===== config.mk =====
export PLATFORM = sky130hd
export DESIGN_NAME = datetime_add_seconds
export DESIGN_NICKNAME = d
export VERILOG_FILES = /design/src/sv/dtas_pkg.sv /design/src/sv/datetime_add_seconds.sv /design/src/sv/dtas_front.sv /design/src/sv/dtas_civil.sv /design/src/sv/dtas_tod.sv
export SDC_FILE = /design/constraint.sdc
export NUM_CORES = 2
export LEC_CHECK = 0
export ABC_AREA = 1
export BUFFER_PORTS_ARGS = -buffer_cell sky130_fd_sc_hd__buf_2
export CAP_MARGIN = 20
export CORE_UTILIZATION = 49
export CTS_BUF_LIST = sky130_fd_sc_hd__clkbuf_8
export CTS_CLUSTER_SIZE = 8
export DETAILED_ROUTE_END_ITERATION = 16
export PLACE_DENSITY_LB_ADDON = 0.25
export SLEW_MARGIN = 20
export SYNTH_ARGS = -nofsm -noshare
export SYNTH_HDL_FRONTEND = slang
export SYNTH_SLANG_ARGS = --single-unit

===== constraint.sdc =====
create_clock -name clk -period 59 [get_ports clk]
set_clock_uncertainty 0.2 [all_clocks]
set_input_delay 11.8 -clock clk [delete_from_list [all_inputs] [get_ports clk]]
set_output_delay 11.8 -clock clk [all_outputs]
set_load 0.005 [all_outputs]

===== src/sv/dtas_pkg.sv =====
// Shared constants, types and helper functions for the date-time add-seconds block.
// No dependencies; every other file of the block imports this package.
`timescale 1ns / 1ps

package dtas_pkg;

    // Bias in whole days that keeps the offset sum nonnegative
    localparam logic [19:0] BIAS_DAYS     = 20'd99421;
    localparam logic [35:0] BIAS_SECONDS  = 36'd8589974400;   // BIAS_DAYS * 86400
    localparam logic [23:0] DAYS_PER_ERA  = 24'd146097;
    localparam logic [18:0] RECIP_675     = 19'd397682;        // floor(2^28 / 675)
    localparam logic [13:0] YEAR_MAX      = 14'd9999;
    localparam int          TOD_DELAY     = 5;

    typedef struct packed {
        logic [15:0] year;    // two's complement, may fall outside 1..9999
        logic [3:0]  month;
        logic [4:0]  day;
        logic        under;   // year below 1
        logic        over;    // year above 9999
    } date_t;

    // Days from March 1 to the first of the month, March-based month index
    function automatic logic [8:0] month_start(input logic [3:0] mp);
        logic [8:0] d;
        unique case (mp)
            4'd0:    d = 9'd0;
            4'd1:    d = 9'd31;
            4'd2:    d = 9'd61;
            4'd3:    d = 9'd92;
            4'd4:    d = 9'd122;
            4'd5:    d = 9'd153;
            4'd6:    d = 9'd184;
            4'd7:    d = 9'd214;
            4'd8:    d = 9'd245;
            4'd9:    d = 9'd275;
            4'd10:   d = 9'd306;
            4'd11:   d = 9'd337;
            default: d = 9'd0;
        endcase
        return d;
    endfunction

    // Exact floor(v / 100) for v below 400
    function automatic logic [1:0] div100(input logic [8:0] v);
        logic [14:0] p;
        p = 15'(v) * 15'd41;
        return p[13:12];
    endfunction

endpackage


===== src/sv/datetime_add_seconds.sv =====
// Top level of the date-time add-seconds block: stream ports, pipeline control, clamping.
// Depends on dtas_pkg, dtas_front, dtas_civil and dtas_tod.
`timescale 1ns / 1ps

// Adds a signed offset in seconds to a Gregorian date-time and returns the shifted
// date-time, clamped to 0001-01-01 00:00:00 or 9999-12-31 23:59:59 with out_of_range
// set when the result year leaves 1..9999. The block is a 15-stage pipeline that
// accepts one request every cycle while the output is not stalled; the depth is
// set by the chain of reciprocal-multiply divisions that turns a day number back
// into a calendar date. A stalled result holds the whole pipeline, so s_tready
// falls while m_tvalid is high and m_tready is low.
module datetime_add_seconds (
    input  logic        clk,
    input  logic        rst_n,
    input  logic        s_tvalid,
    output logic        s_tready,
    // base_year[13:0], base_month[17:14], base_day[22:18], base_hour[27:23],
    // base_minute[33:28], base_second[39:34], offset_seconds[73:40], zeros[79:74]
    input  logic [79:0] s_tdata,
    output logic        m_tvalid,
    input  logic        m_tready,
    // new_year[13:0], new_month[17:14], new_day[22:18], new_hour[27:23],
    // new_minute[33:28], new_second[39:34], out_of_range[40], zeros[47:41]
    output logic [47:0] m_tdata
);
    import dtas_pkg::*;

    logic        adv;
    logic        front_vld, civil_vld;
    logic [22:0] day_num;
    logic [16:0] sod;
    date_t       date;
    logic [4:0]  hour;
    logic [5:0]  minute, second;

    logic        vld_reg;
    logic [47:0] data_reg, data_next;

    assign adv      = !vld_reg || m_tready;
    assign s_tready = adv;

    dtas_front u_front (
        .clk     (clk),
        .rst_n   (rst_n),
        .adv     (adv),
        .in_vld  (s_tvalid),
        .year    (s_tdata[13:0]),
        .month   (s_tdata[17:14]),
        .day     (s_tdata[22:18]),
        .hour    (s_tdata[27:23]),
        .minute  (s_tdata[33:28]),
        .second  (s_tdata[39:34]),
        .offset  (s_tdata[73:40]),
        .out_vld (front_vld),
        .day_num (day_num),
        .sod     (sod)
    );

    dtas_civil u_civil (
        .clk     (clk),
        .rst_n   (rst_n),
        .adv     (adv),
        .in_vld  (front_vld),
        .day_num (day_num),
        .out_vld (civil_vld),
        .date    (date)
    );

    dtas_tod u_tod (
        .clk    (clk),
        .adv    (adv),
        .sod    (sod),
        .hour   (hour),
        .minute (minute),
        .second (second)
    );

    always_comb
    begin
        priority if (date.under)
        begin
            data_next = {7'd0, 1'b1, 6'd0, 6'd0, 5'd0, 5'd1, 4'd1, 14'd1};
        end
        else if (date.over)
        begin
            data_next = {7'd0, 1'b1, 6'd59, 6'd59, 5'd23, 5'd31, 4'd12, YEAR_MAX};
        end
        else
        begin
            data_next = {7'd0, 1'b0, second, minute, hour, date.day, date.month,
                         date.year[13:0]};
        end
    end

    always_ff @(posedge clk or negedge rst_n)
    begin
        if (!rst_n)
        begin
            vld_reg <= 1'b0;
        end
        else if (adv)
        begin
            vld_reg <= civil_vld;
        end
    end

    always_ff @(posedge clk)
    begin
        if (adv)
        begin
            data_reg <= data_next;
        end
    end

    assign m_tvalid = vld_reg;
    assign m_tdata  = data_reg;

    a_clamp_year: assert property (@(posedge clk) disable iff (!rst_n)
        m_tvalid && m_tdata[40] |-> (m_tdata[13:0] == 14'd1 || m_tdata[13:0] == YEAR_MAX))
        else $error("clamped result with a year other than 1 or 9999");

    a_month: assert property (@(posedge clk) disable iff (!rst_n)
        m_tvalid |-> (m_tdata[17:14] >= 4'd1 && m_tdata[17:14] <= 4'd12))
        else $error("result month out of range");

    a_day: assert property (@(posedge clk) disable iff (!rst_n)
        m_tvalid |-> (m_tdata[22:18] >= 5'd1))
        else $error("result day is zero");

    a_time: assert property (@(posedge clk) disable iff (!rst_n)
        m_tvalid |-> (m_tdata[27:23] <= 5'd23 && m_tdata[33:28] <= 6'd59
                      && m_tdata[39:34] <= 6'd59))
        else $error("result time of day out of range");

endmodule


===== src/sv/dtas_front.sv =====
// Front pipeline: base date to biased day number, offset split into days and seconds.
// Depends on dtas_pkg; five register stages advanced by adv.
`timescale 1ns / 1ps

module dtas_front (
    input  logic        clk,
    input  logic        rst_n,
    input  logic        adv,
    input  logic        in_vld,
    input  logic [13:0] year,
    input  logic [3:0]  month,
    input  logic [4:0]  day,
    input  logic [4:0]  hour,
    input  logic [5:0]  minute,
    input  logic [5:0]  second,
    input  logic [33:0] offset,
    output logic        out_vld,
    output logic [22:0] day_num,
    output logic [16:0] sod
);
    import dtas_pkg::*;

    logic [4:0]  vld_reg, vld_next;

    // stage 1
    logic [14:0] f1_yp_reg, f1_yp_next;
    logic [3:0]  f1_mc_reg, f1_mc_next;
    logic [4:0]  f1_day_reg;
    logic [34:0] f1_t_reg, f1_t_next;
    logic [16:0] tod0;
    logic [35:0] tsum;
    // stage 2
    logic [14:0] f2_yp_reg;
    logic [3:0]  f2_mc_reg;
    logic [4:0]  f2_day_reg;
    logic [27:0] f2_th_reg;
    logic [6:0]  f2_tl_reg;
    logic [5:0]  f2_era_reg, f2_era_next;
    logic [18:0] f2_qd_reg, f2_qd_next;
    logic [21:0] era_prod;
    logic [46:0] qd_prod;
    // stage 3
    logic [5:0]  f3_era_reg, f3_era_next;
    logic [8:0]  f3_yoe_reg, f3_yoe_next;
    logic [18:0] f3_qd_reg, f3_qd_next;
    logic [16:0] f3_sod_reg, f3_sod_next;
    logic [3:0]  f3_mc_reg;
    logic [4:0]  f3_day_reg;
    logic [15:0] r1, r1c;
    logic [27:0] rd;
    logic [10:0] rdc;
    // stage 4
    logic [22:0] f4_zp_reg, f4_zp_next;
    logic [19:0] f4_dd_reg, f4_dd_next;
    logic [16:0] f4_sod_reg;
    logic [3:0]  mp1;
    logic [17:0] doe1;
    // stage 5
    logic [22:0] f5_z_reg, f5_z_next;
    logic [16:0] f5_sod_reg;

    assign vld_next = {vld_reg[3:0], in_vld};

    always_ff @(posedge clk or negedge rst_n)
    begin
        if (!rst_n)
        begin
            vld_reg <= '0;
        end
        else if (adv)
        begin
            vld_reg <= vld_next;
        end
    end

    always_comb
    begin
        if (month == 4'd0)
        begin
            f1_mc_next = 4'd1;
        end
        else if (month > 4'd12)
        begin
            f1_mc_next = 4'd12;
        end
        else
        begin
            f1_mc_next = month;
        end
        // January and February belong to the previous March-based year
        f1_yp_next = 15'(year) + 15'd400 - 15'(f1_mc_next <= 4'd2);
        tod0 = 17'(hour) * 17'd3600 + 17'(minute) * 17'd60 + 17'(second);
        tsum = {{2{offset[33]}}, offset} + 36'(tod0) + BIAS_SECONDS;
        f1_t_next = tsum[34:0];
    end

    always_comb
    begin
        era_prod = 22'(f1_yp_reg) * 22'd81;
        f2_era_next = era_prod[20:15];
        qd_prod = 47'(f1_t_reg[34:7]) * 47'(RECIP_675);
        f2_qd_next = qd_prod[46:28];
    end

    always_comb
    begin
        r1 = 16'(f2_yp_reg) - 16'(f2_era_reg) * 16'd400;
        if (r1 >= 16'd400)
        begin
            f3_era_next = f2_era_reg + 6'd1;
            r1c = r1 - 16'd400;
        end
        else
        begin
            f3_era_next = f2_era_reg;
            r1c = r1;
        end
        f3_yoe_next = r1c[8:0];
        rd = f2_th_reg - 28'(f2_qd_reg) * 28'd675;
        if (rd[10:0] >= 11'd675)
        begin
            f3_qd_next = f2_qd_reg + 19'd1;
            rdc = rd[10:0] - 11'd675;
        end
        else
        begin
            f3_qd_next = f2_qd_reg;
            rdc = rd[10:0];
        end
        f3_sod_next = {rdc[9:0], f2_tl_reg};
    end

    always_comb
    begin
        mp1 = (f3_mc_reg >= 4'd3) ? f3_mc_reg - 4'd3 : f3_mc_reg + 4'd9;
        doe1 = 18'(f3_yoe_reg) * 18'd365 + 18'(f3_yoe_reg[8:2])
             - 18'(div100(f3_yoe_reg)) + 18'(month_start(mp1));
        f4_zp_next = 23'(f3_era_reg) * 23'(DAYS_PER_ERA) + 23'(doe1);
        f4_dd_next = 20'(f3_day_reg) - 20'd1 + 20'(f3_qd_reg) - BIAS_DAYS;
        f5_z_next = f4_zp_reg + {{3{f4_dd_reg[19]}}, f4_dd_reg};
    end

    always_ff @(posedge clk)
    begin
        if (adv)
        begin
            f1_yp_reg  <= f1_yp_next;
            f1_mc_reg  <= f1_mc_next;
            f1_day_reg <= day;
            f1_t_reg   <= f1_t_next;
            f2_yp_reg  <= f1_yp_reg;
            f2_mc_reg  <= f1_mc_reg;
            f2_day_reg <= f1_day_reg;
            f2_th_reg  <= f1_t_reg[34:7];
            f2_tl_reg  <= f1_t_reg[6:0];
            f2_era_reg <= f2_era_next;
            f2_qd_reg  <= f2_qd_next;
            f3_era_reg <= f3_era_next;
            f3_yoe_reg <= f3_yoe_next;
            f3_qd_reg  <= f3_qd_next;
            f3_sod_reg <= f3_sod_next;
            f3_mc_reg  <= f2_mc_reg;
            f3_day_reg <= f2_day_reg;
            f4_zp_reg  <= f4_zp_next;
            f4_dd_reg  <= f4_dd_next;
            f4_sod_reg <= f3_sod_reg;
            f5_z_reg   <= f5_z_next;
            f5_sod_reg <= f4_sod_reg;
        end
    end

    assign out_vld = vld_reg[4];
    assign day_num = f5_z_reg;
    assign sod     = f5_sod_reg;

endmodule


===== src/sv/dtas_civil.sv =====
// Civil-date pipeline: biased day number back to year, month and day.
// Depends on dtas_pkg; nine register stages advanced by adv.
`timescale 1ns / 1ps

module dtas_civil (
    input  logic           clk,
    input  logic           rst_n,
    input  logic           adv,
    input  logic           in_vld,
    input  logic [22:0]    day_num,
    output logic           out_vld,
    output dtas_pkg::date_t date
);
    import dtas_pkg::*;

    logic [8:0]  vld_reg, vld_next;

    logic [22:0] c1_z_reg;
    logic [5:0]  c1_era_reg, c1_era_next;
    logic [28:0] era_prod;

    logic [5:0]  c2_era_reg, c2_era_next;
    logic [17:0] c2_doe_reg, c2_doe_next;
    logic [23:0] rz;

    logic [5:0]  c3_era_reg;
    logic [17:0] c3_doe_reg;
    logic [7:0]  c3_e1_reg, c3_e1_next;
    logic [2:0]  c3_e2_reg, c3_e2_next;
    logic [25:0] p1;
    logic [20:0] p2;

    logic [5:0]  c4_era_reg;
    logic [17:0] c4_doe_reg;
    logic [17:0] c4_a_reg, c4_a_next;
    logic [17:0] rem1, rem2;
    logic [7:0]  q1;
    logic [2:0]  q2;

    logic [5:0]  c5_era_reg;
    logic [17:0] c5_doe_reg;
    logic [17:0] c5_a_reg;
    logic [8:0]  c5_ye_reg, c5_ye_next;
    logic [27:0] ye_prod;

    logic [5:0]  c6_era_reg;
    logic [17:0] c6_doe_reg;
    logic [8:0]  c6_yoe_reg, c6_yoe_next;
    logic [17:0] ry;

    logic [5:0]  c7_era_reg;
    logic [8:0]  c7_yoe_reg;
    logic [8:0]  c7_doy_reg, c7_doy_next;
    logic [17:0] doy_w;

    logic [5:0]  c8_era_reg;
    logic [8:0]  c8_yoe_reg;
    logic [8:0]  c8_doy_reg;
    logic [10:0] c8_v_reg, c8_v_next;
    logic [3:0]  c8_mpe_reg, c8_mpe_next;
    logic [14:0] mp_prod;

    date_t       c9_date_reg, c9_date_next;
    logic [10:0] rv;
    logic [3:0]  mp, mon;
    logic [8:0]  day_w;
    logic [15:0] yr;

    assign vld_next = {vld_reg[7:0], in_vld};

    always_ff @(posedge clk or negedge rst_n)
    begin
        if (!rst_n)
        begin
            vld_reg <= '0;
        end
        else if (adv)
        begin
            vld_reg <= vld_next;
        end
    end

    always_comb
    begin
        era_prod = 29'(day_num) * 29'd57;
        c1_era_next = era_prod[28:23];

        rz = 24'(c1_z_reg) - 24'(c1_era_reg) * DAYS_PER_ERA;
        if (rz >= DAYS_PER_ERA)
        begin
            c2_era_next = c1_era_reg + 6'd1;
            c2_doe_next = 18'(rz - DAYS_PER_ERA);
        end
        else
        begin
            c2_era_next = c1_era_reg;
            c2_doe_next = rz[17:0];
        end

        p1 = 26'(c2_doe_reg) * 26'd179;
        c3_e1_next = p1[25:18];
        p2 = 21'(c2_doe_reg) * 21'd7;
        c3_e2_next = p2[20:18];

        // drop leap days: every 4 years, restore every 100, drop the era's last day
        rem1 = c3_doe_reg - 18'(c3_e1_reg) * 18'd1460;
        q1 = c3_e1_reg + 8'(rem1 >= 18'd1460);
        rem2 = c3_doe_reg - 18'(c3_e2_reg) * 18'd36524;
        q2 = c3_e2_reg + 3'(rem2 >= 18'd36524);
        c4_a_next = c3_doe_reg - 18'(q1) + 18'(q2) - 18'(c3_doe_reg == 18'd146096);

        ye_prod = 28'(c4_a_reg) * 28'd718;
        c5_ye_next = ye_prod[26:18];

        ry = c5_a_reg - 18'(c5_ye_reg) * 18'd365;
        c6_yoe_next = c5_ye_reg + 9'(ry >= 18'd365);

        doy_w = c6_doe_reg - (18'(c6_yoe_reg) * 18'd365 + 18'(c6_yoe_reg[8:2])
              - 18'(div100(c6_yoe_reg)));
        c7_doy_next = doy_w[8:0];

        c8_v_next = 11'(c7_doy_reg) * 11'd5 + 11'd2;
        mp_prod = 15'(c8_v_next) * 15'd13;
        c8_mpe_next = mp_prod[14:11];

        rv = c8_v_reg - 11'(c8_mpe_reg) * 11'd153;
        mp = c8_mpe_reg + 4'(rv >= 11'd153);
        day_w = c8_doy_reg - month_start(mp) + 9'd1;
        mon = (mp < 4'd10) ? mp + 4'd3 : mp - 4'd9;
        // undo the one-era bias of the day number
        yr = 16'(c8_yoe_reg) + 16'(c8_era_reg) * 16'd400 + 16'(mon <= 4'd2) - 16'd400;
        c9_date_next.year  = yr;
        c9_date_next.month = mon;
        c9_date_next.day   = day_w[4:0];
        c9_date_next.under = ($signed(yr) < 16'sd1);
        c9_date_next.over  = ($signed(yr) > $signed({2'b00, YEAR_MAX}));
    end

    always_ff @(posedge clk)
    begin
        if (adv)
        begin
            c1_z_reg    <= day_num;
            c1_era_reg  <= c1_era_next;
            c2_era_reg  <= c2_era_next;
            c2_doe_reg  <= c2_doe_next;
            c3_era_reg  <= c2_era_reg;
            c3_doe_reg  <= c2_doe_reg;
            c3_e1_reg   <= c3_e1_next;
            c3_e2_reg   <= c3_e2_next;
            c4_era_reg  <= c3_era_reg;
            c4_doe_reg  <= c3_doe_reg;
            c4_a_reg    <= c4_a_next;
            c5_era_reg  <= c4_era_reg;
            c5_doe_reg  <= c4_doe_reg;
            c5_a_reg    <= c4_a_reg;
            c5_ye_reg   <= c5_ye_next;
            c6_era_reg  <= c5_era_reg;
            c6_doe_reg  <= c5_doe_reg;
            c6_yoe_reg  <= c6_yoe_next;
            c7_era_reg  <= c6_era_reg;
            c7_yoe_reg  <= c6_yoe_reg;
            c7_doy_reg  <= c7_doy_next;
            c8_era_reg  <= c7_era_reg;
            c8_yoe_reg  <= c7_yoe_reg;
            c8_doy_reg  <= c7_doy_reg;
            c8_v_reg    <= c8_v_next;
            c8_mpe_reg  <= c8_mpe_next;
            c9_date_reg <= c9_date_next;
        end
    end

    assign out_vld = vld_reg[8];
    assign date    = c9_date_reg;

endmodule


===== src/sv/dtas_tod.sv =====
// Time-of-day pipeline: seconds of day to hour, minute and second.
// Depends on dtas_pkg; nine stages in step with the civil-date pipeline.
`timescale 1ns / 1ps

module dtas_tod (
    input  logic        clk,
    input  logic        adv,
    input  logic [16:0] sod,
    output logic [4:0]  hour,
    output logic [5:0]  minute,
    output logic [5:0]  second
);
    import dtas_pkg::*;

    logic [16:0] t1_sod_reg;
    logic [4:0]  t1_he_reg, t1_he_next;
    logic [22:0] h_prod;
    logic [4:0]  t2_h_reg, t2_h_next;
    logic [11:0] t2_rem_reg, t2_rem_next;
    logic [16:0] rh;
    logic [4:0]  t3_h_reg;
    logic [11:0] t3_rem_reg;
    logic [5:0]  t3_me_reg, t3_me_next;
    logic [18:0] m_prod;
    logic [5:0]  t4_m_next, t4_s_next;
    logic [11:0] rm;
    logic [4:0]  h_dly_reg [TOD_DELAY+1];
    logic [5:0]  m_dly_reg [TOD_DELAY+1];
    logic [5:0]  s_dly_reg [TOD_DELAY+1];

    always_comb
    begin
        h_prod = 23'(sod) * 23'd36;
        t1_he_next = h_prod[21:17];
        rh = t1_sod_reg - 17'(t1_he_reg) * 17'd3600;
        if (rh >= 17'd3600)
        begin
            t2_h_next = t1_he_reg + 5'd1;
            t2_rem_next = 12'(rh - 17'd3600);
        end
        else
        begin
            t2_h_next = t1_he_reg;
            t2_rem_next = rh[11:0];
        end
        m_prod = 19'(t2_rem_reg) * 19'd68;
        t3_me_next = m_prod[17:12];
        rm = t3_rem_reg - 12'(t3_me_reg) * 12'd60;
        if (rm >= 12'd60)
        begin
            t4_m_next = t3_me_reg + 6'd1;
            t4_s_next = 6'(rm - 12'd60);
        end
        else
        begin
            t4_m_next = t3_me_reg;
            t4_s_next = rm[5:0];
        end
    end

    always_ff @(posedge clk)
    begin
        if (adv)
        begin
            t1_sod_reg   <= sod;
            t1_he_reg    <= t1_he_next;
            t2_h_reg     <= t2_h_next;
            t2_rem_reg   <= t2_rem_next;
            t3_h_reg     <= t2_h_reg;
            t3_rem_reg   <= t2_rem_reg;
            t3_me_reg    <= t3_me_next;
            h_dly_reg[0] <= t3_h_reg;
            m_dly_reg[0] <= t4_m_next;
            s_dly_reg[0] <= t4_s_next;
            // hold alignment with the civil-date stages
            for (int i = 1; i <= TOD_DELAY; i++)
            begin
                h_dly_reg[i] <= h_dly_reg[i-1];
                m_dly_reg[i] <= m_dly_reg[i-1];
                s_dly_reg[i] <= s_dly_reg[i-1];
            end
        end
    end

    assign hour   = h_dly_reg[TOD_DELAY];
    assign minute = m_dly_reg[TOD_DELAY];
    assign second = s_dly_reg[TOD_DELAY];

endmodule


==> flow_metrics.env <==
export IMPL_synth_top_area_cell="edfxtp_1"
export IMPL_drc=0
export IMPL_cts_setup_buffers=0
export IMPL_syn_area_um2=76300
export IMPL_cts_tree="done"
export IMPL_yosysMostFrequentCell="inv_1"
export IMPL_synth_top_area_frac=0.300
export IMPL_fillCellCount=14000
export IMPL_vias=51700
export IMPL_gr_usage_all_layers=0.192
export IMPL_cts_resized=0
export IMPL_clk_insertion_delay_late_ps=880
export IMPL_fin_ws_ps=34470
export IMPL_crit_fanout=18
export IMPL_grt_pass1_wl_mm=250
export IMPL_grt_max_degree=86
export IMPL_worstSetupPathType="in2out"
export IMPL_syn_area_per_cell_um2=9.74
export IMPL_die_area_um2=157000
export IMPL_fmax_mhz=40.8
export IMPL_ys_dominant_reg_cell="edfxtp_1"
export IMPL_first_global_vias=53000
export IMPL_antenna_found_initial=5
export IMPL_synthTopCellsByCount="inv_1 (1594), ha_1 (1388), nand2_1 (1160)"
export IMPL_vias_per_cell=5.06
export IMPL_clock_sinks=777
export IMPL_ctsHoldBuffers=0
export IMPL_drive_gt1_frac=0.0486
export IMPL_syn_to_final_growth_pct=7.61
export IMPL_ant_nets=0
export IMPL_ys_ff_latch=777
export IMPL_synth_cell_types=61
export IMPL_maxSlewHeadroom=0.354
export IMPL_dpl_cell_area_um2=79400
export IMPL_routabilityCongestion=0.883
export IMPL_grt_ovfl_total=0
export IMPL_crit_arrival_ps=12530
export IMPL_firstDrtPassIters=7
export IMPL_routed_wl_mm=147
export IMPL_max_cap_violations=0
export IMPL_rsz0062_at_grt="no"
export IMPL_first_iter_violations=2343
export IMPL_regArea_um2=23300
export IMPL_routedWlPerCell_um=14.4
export IMPL_synth_enable_flop_cells=762
export IMPL_synthCells=7835
export IMPL_multi_input_area_um2=46800
export IMPL_die_w_um=397
export IMPL_start_kind="input port"
export IMPL_status="completed"
export IMPL_core_um2=154000
export IMPL_die_h_um=397
export IMPL_finalHoldViolCount=0
export IMPL_setup_tns_ps=0
export IMPL_cp_data_required_time_ps=47000
export IMPL_yosysWarnings=0
export IMPL_cts_root_buf="clkbuf_8"
export IMPL_cp_end_kind="primary output"
export IMPL_synth_area_leaders="edfxtp_1 (30%), ha_1 (23%), fa_1 (15%), inv_1 (7.8%), nand2_1 (5.7%)"
export IMPL_hold_class="reg2reg"
export IMPL_hold_ws_ps=179
export IMPL_synth_async_reset_ratio=0.0193
export IMPL_initial_core_util=0.495
export IMPL_final_setup_viol_count=0
export IMPL_io_pins=134
export IMPL_fin_crit_sh=0.416
export IMPL_cts_buffer_depth=3
export IMPL_largest_reg_flops=41
export IMPL_seq_area_frac_synth=0.305
export IMPL_worstMarginPinSlew_ps=968
export IMPL_port_buffer_count=120
export IMPL_finalMaxSlewViolations=0
export IMPL_h_tree_depth=4
export IMPL_clk_pin_slew_ps=60
export IMPL_numCtsBuffers=138
export IMPL_period_needed_ps=24530
export IMPL_dp_hpwl_mm=120
export IMPL_num_rows=144
export IMPL_stdcell_area_um2=82100
export IMPL_nets=10100
export IMPL_pre_cts_ws_ps=34450
==> area by class of cell <==
class                           instances  share of cell area
Antenna cell                            2           0.0000610
Clock buffer                          142              0.0238
Clock inverter                        104             0.00947
Inverter                             1614              0.0738
Multi-Input combinational cell       5409               0.570
Sequential cell                       777               0.283
Tap cell                             2044              0.0312
Timing Repair Buffer                  135             0.00869
==> per-layer routing <==
layer	track usage	vias to the layer above	part of all wire
met5	0	-	0.00012
met4	0.0478	2	0.019
met1	0.251	24400	0.46
met3	0.0253	201	0.035
li1	-	26300	-
met2	0.335	788	0.48
==> layout by cell type, fill, tap and decap left out, drive strengths merged, types with 177 or more instances in the layout <==
cell    netlist  layout
a21oi       452     452
edfxtp      762     762
fa          565     565
ha         1388    1388
inv        1613    1669
nand2      1169    1169
nand3       265     265
nor2        406     406
o21ai       227     227
xnor2       177     177
xor2        307     307
==> cells by family after synthesis <==
| logic type | synth area share |
|---|---|
| compound gates | 0.0651 |
| buf+inv | 0.0825 |
| simple gates | 0.116 |
| flops | 0.305 |
| fa+ha+maj | 0.376 |
| other cells | 0.0000492 |
| mux | 0.000148 |
| xor+xnor | 0.0558 |
==> path summary, 6_finish.rpt <==
| kind | start | end | slack, ps | cells after the start |
|---|---|---|---|---|
| setup / recovery | m_tready | s_tready | 34470 | 4 |
| hold / removal | u_front.f1_t_reg[6] | u_front.f2_tl_reg[6] | 180 | 0 |
| setup reg to reg | u_civil.c3_e1_reg[2] | u_civil.c4_a_reg[14] | 49860 | 40 |
| hold reg to reg | u_front.f1_t_reg[6] | u_front.f2_tl_reg[6] | 180 | 0 |
| max in group asynchronous | rst_n | u_civil.vld_reg[2] | 47680 | 1 |
| min in group asynchronous | rst_n | u_front.vld_reg[0] | 10640 | 1 |
==> critical path, stage by stage <==
cell and delay [ps]:
buf_2 70, inv_1 50, nand2_4 280, buf_2 280
==> stage by stage <==
step / utilization / std cells
CTS: 0.532 / 10200
floorplan: - / 7841
global placement: 0.515 / 9979
global route: 0.532 / 10200
finish: 0.532 / 10200
detailed placement: 0.515 / 9979
Power is left out: the tool's default activity adds up to more than one toggle a clock period on the data nets, which glitch-free logic cannot reach.
